===== src/hw/rtl/assert_macros.svh =====
// Assertion macros shared by the RTL of the nonce replay cache.
// Standalone header; it is pulled in by the files that carry assertions.
`ifndef ASSERT_MACROS_SVH
`define ASSERT_MACROS_SVH

// Same-cycle implication, disabled while reset is high.
`define ASSERT_IMPLIES(label, clk, rst, ante, cons) \
   label: assert property (@(posedge clk) disable iff (rst) (ante) |-> (cons)) \
      else $error("same-cycle implication failed");

// Next-cycle implication, disabled while reset is high.
`define ASSERT_NEXT(label, clk, rst, ante, cons) \
   label: assert property (@(posedge clk) disable iff (rst) (ante) |=> (cons)) \
      else $error("next-cycle implication failed");

`endif


===== src/hw/rtl/nrc_pkg.sv =====
// Package of the nonce replay cache: widths, slot count, sequencer states and
// the status struct passed from the slot checker. No dependencies.
`default_nettype none

package nrc_pkg;

   // Slot count; must be a power of two so that now mod SLOTS is a bit slice.
   localparam int SLOTS    = 256;
   localparam int SLOT_W   = $clog2(SLOTS);
   localparam int NONCE_W  = 64;
   localparam int TIME_W   = 32;
   localparam int SKEW_W   = 16;
   localparam int OSLOT_W  = 8;

   localparam logic [SKEW_W-1:0] SKEW_RESET = SKEW_W'(30);
   localparam logic [SLOT_W-1:0] LAST_SLOT  = SLOT_W'(SLOTS - 1);

   typedef enum logic [1:0] {
      ST_IDLE,
      ST_SCAN,
      ST_WRITE,
      ST_FINISH
   } seq_state_type;

   typedef struct packed {
      logic live;
      logic hit;
   } slot_status_type;

endpackage

`default_nettype wire


===== src/hw/rtl/nrc_slot_check.sv =====
// Shared compare unit of the nonce replay cache: decides whether one slot
// read from the tables is live and holds the searched nonce. Uses nrc_pkg.
`default_nettype none

module nrc_slot_check (
   input  wire logic                         slot_valid,
   input  wire logic [nrc_pkg::TIME_W-1:0]   slot_expiry,
   input  wire logic [nrc_pkg::NONCE_W-1:0]  slot_high,
   input  wire logic [nrc_pkg::NONCE_W-1:0]  slot_low,
   input  wire logic [nrc_pkg::TIME_W-1:0]   now_seconds,
   input  wire logic [nrc_pkg::NONCE_W-1:0]  key_high,
   input  wire logic [nrc_pkg::NONCE_W-1:0]  key_low,
   output nrc_pkg::slot_status_type          status
);
   import nrc_pkg::*;

   // A slot never written has its valid bit clear, so it is never live.
   always_comb begin
      status.live = slot_valid && (slot_expiry > now_seconds);
      status.hit  = status.live && (slot_high == key_high) && (slot_low == key_low);
   end

endmodule

`default_nettype wire


===== config.mk =====
export PLATFORM = sky130hd
export DESIGN_NAME = nrc_slot_check
export DESIGN_NICKNAME = d
export VERILOG_FILES = /design/src/hw/rtl/assert_macros.svh /design/src/hw/rtl/nrc_pkg.sv /design/src/hw/rtl/nrc_slot_check.sv
export SDC_FILE = /design/constraint.sdc
export NUM_CORES = 1
export LEC_CHECK = 0
export BUFFER_PORTS_ARGS = -buffer_cell sky130_fd_sc_hd__buf_2
export CAP_MARGIN = 40
export CORE_AREA = 2 2 124 126
export DETAILED_ROUTE_END_ITERATION = 8
export DIE_AREA = 0 0 126 128
export SETUP_SLACK_MARGIN = 0.1
export SYNTH_ARGS = -nofsm -noshare
export SYNTH_HDL_FRONTEND = slang
export SYNTH_SLANG_ARGS = --single-unit

===== constraint.sdc =====
create_clock -name vclk -period 3.9
set_input_delay 0.585 -clock vclk [all_inputs]
set_output_delay 0.585 -clock vclk [all_outputs]
set_load 0.02 [all_outputs]

==> reports/results.tsv <==
metric	value	unit
Net Count, Synth	639	
row count	45	
global route overflow	0	
Vias	3136	
Sequential Area	0	um^2
CP Cell Sequence	buf_2 > inv_1 > ha_1 > nand4_1 > a2111oi_0 > nor4_1 > o22ai_1 > nor4b_4 > buf_2	
Worst Max-Slew Pin Slew	0.464	ns
drt pass-1 iters	4	
Slowest-stage cell, CP	a2111oi_0	
Netlist Area Pre-Place	0.00226	mm^2
DRC violations left	0	
Max Fanout on Critical Path	4	
largest net degree at the start of global routing	5	
min Tclk post-route	3.00	ns
final hold violation count	0	
Buf+Inv Stages, Crit Path	3	
top cells by area, synth	xnor2_1 44%, ha_1 18%, nand4_1 10%	
hold endpoint	status[1]	
FFs & Latches	0	
Vias/cell	3.93	
Antenna Nets Post-Route	0	
Antenna Cells	0	
Peak VDD IR	0.0000571	V
Logic pwr share	100.0	%
internal power	237	uW
max-cap violations	0	
Die Ht	128	um
Post-CTS Setup Bufs	0	
clock share of power	0	%
min-delay src	slot_valid	
clock buffers	0	
cell leakage power	2.13	nW
initial DRC count	57	
number of global-route vias before repair	3171	
most numerous cell in the Yosys netlist	xnor2_1	
worst setup path class	in2out	
most used cell, CP	buf_2	
CP top delay family	compound AO/OA/AOI/OAI gates	
Layout Nets	964	
switching power	166	uW
Max Clk Rate	333	MHz
Worst Setup Start Kind	primary input	
relative slew slack	68.8	%
top-area cell type share of the netlist area	43.9	%
Worst Hold Class	in2out	
GPL Wtd Cong	0.854	
Synth Area per Inst	7.89	um^2
Max Slew Vio Count	0	
routed len/inst	13.4	um
Ys Warns	0	
Setup Viol. Count Final	0	
setup TNS	0	ns
CTS resizes	0	
Seq pwr share	0	%
WP depth	9	
Area Growth Syn to Fin	82.1	%
Final period util	77.0	%
PwrDens	97.9	mW/mm^2
global-route wire length before repair	15700	um
antenna violations before repair	0	
CP arrival	2.42	ns
Die Wd	126	um
Commonest cells post-synth	113 x xnor2_1, 37 x nand4_1, 34 x inv_1	
area leader, netlist	xnor2_1	
register area share after synthesis	0	%
total die area	0.0161	mm^2
Tot Pwr	402	uW
Post-Syn Instances	286	
crit path capture type	output port	
Total GRT Usage	12.2	%
post-synth cell types	27	
Sw Ratio	41.2	%
Crit path largest cell delay	0.44	ns
I/O pins	323	
post-cts hold buffer count	0	
WHS Path Cells	4	
drt total wl	10600	um
status	finished, final reports clean	
share of cells above drive strength 1	53.9	%
Req. time, crit path	3.31	ns
Post-DP HPWL	10300	um
Core ar.	0.0149	mm^2
RSZ-0062 raised after global routing	no	
PortBufs	323	
initial core utilization	15.2	%
## per-stage QoR
stage	hold slack, ns	setup WS, ns	utilization [%]	cells	instance area, um^2
after detailed placement	1.61	0.819	27.6	797	4110
after CTS	1.61	0.817	27.6	797	4110
final	1.60	0.896	27.6	797	4110
after global routing	1.64	0.674	27.6	797	4110
after floorplan	1.37	0.903	-	286	2260
after global placement	1.61	0.816	27.6	797	4110
## cell type report
type | count | area [um^2]
Fill cell | 1722 | 10800
Inverter | 34 | 128
Tap cell | 188 | 235
Multi-Input combinational cell | 252 | 2130
Timing Repair Buffer | 323 | 1620
## placed cells by master, fill, tap and decap left out, drive strengths merged, types with 2 or more instances in the layout
cell type and n:
inv 34, a21oi 13, ha 32, or3 2, xnor2 113, nand4 38
xor2 13, nand2 5, nor4 14, a21o 5, nand3 4, o21ai 2
buf 323
## logic make-up (layout without fill, tap and decap cells)
logic type                 after synthesis  after routing  share of synthesized area, %
and+or+nand+nor                         67             67                          19.7
buffers and inverters                   34            357                          5.66
xor gates and xnor gates               126            126                          49.3
adders and majority gates               32             32                          17.7
AOI/OAI and AO/OA                       27             27                          7.60
## per-layer routing
| metal | GRT usage [%] | share of wire [%] | wire length (um) | up-vias |
|---|---|---|---|---|
| li1 | - | - | - | 1655 |
| met1 | 14.2 | 39 | 4120 | 1313 |
| met2 | 24.0 | 52 | 5540 | 164 |
| met3 | 2.46 | 8.8 | 941 | 4 |
| met4 | 0.582 | 0.36 | 38 | 0 |
| met5 | 0 | 0 | 0 | - |
## power by group through the flow
stage               logic, mW  registers [mW]  clock network (mW)
floorplan               0.184               0                   0
global placement        0.403               0                   0
detailed placement      0.406               0                   0
CTS                     0.409               0                   0
global route            0.451               0                   0
finish                  0.402               0                   0
## how the worst max path moves through the flow
stage | to | from
floorplan | status[0] | now_seconds[15]
global placement | status[0] | slot_expiry[15]
detailed placement | status[0] | now_seconds[31]
CTS | status[0] | now_seconds[31]
global route | status[0] | now_seconds[31]
finish | status[0] | now_seconds[31]
Power figures use the tool's default switching activity.
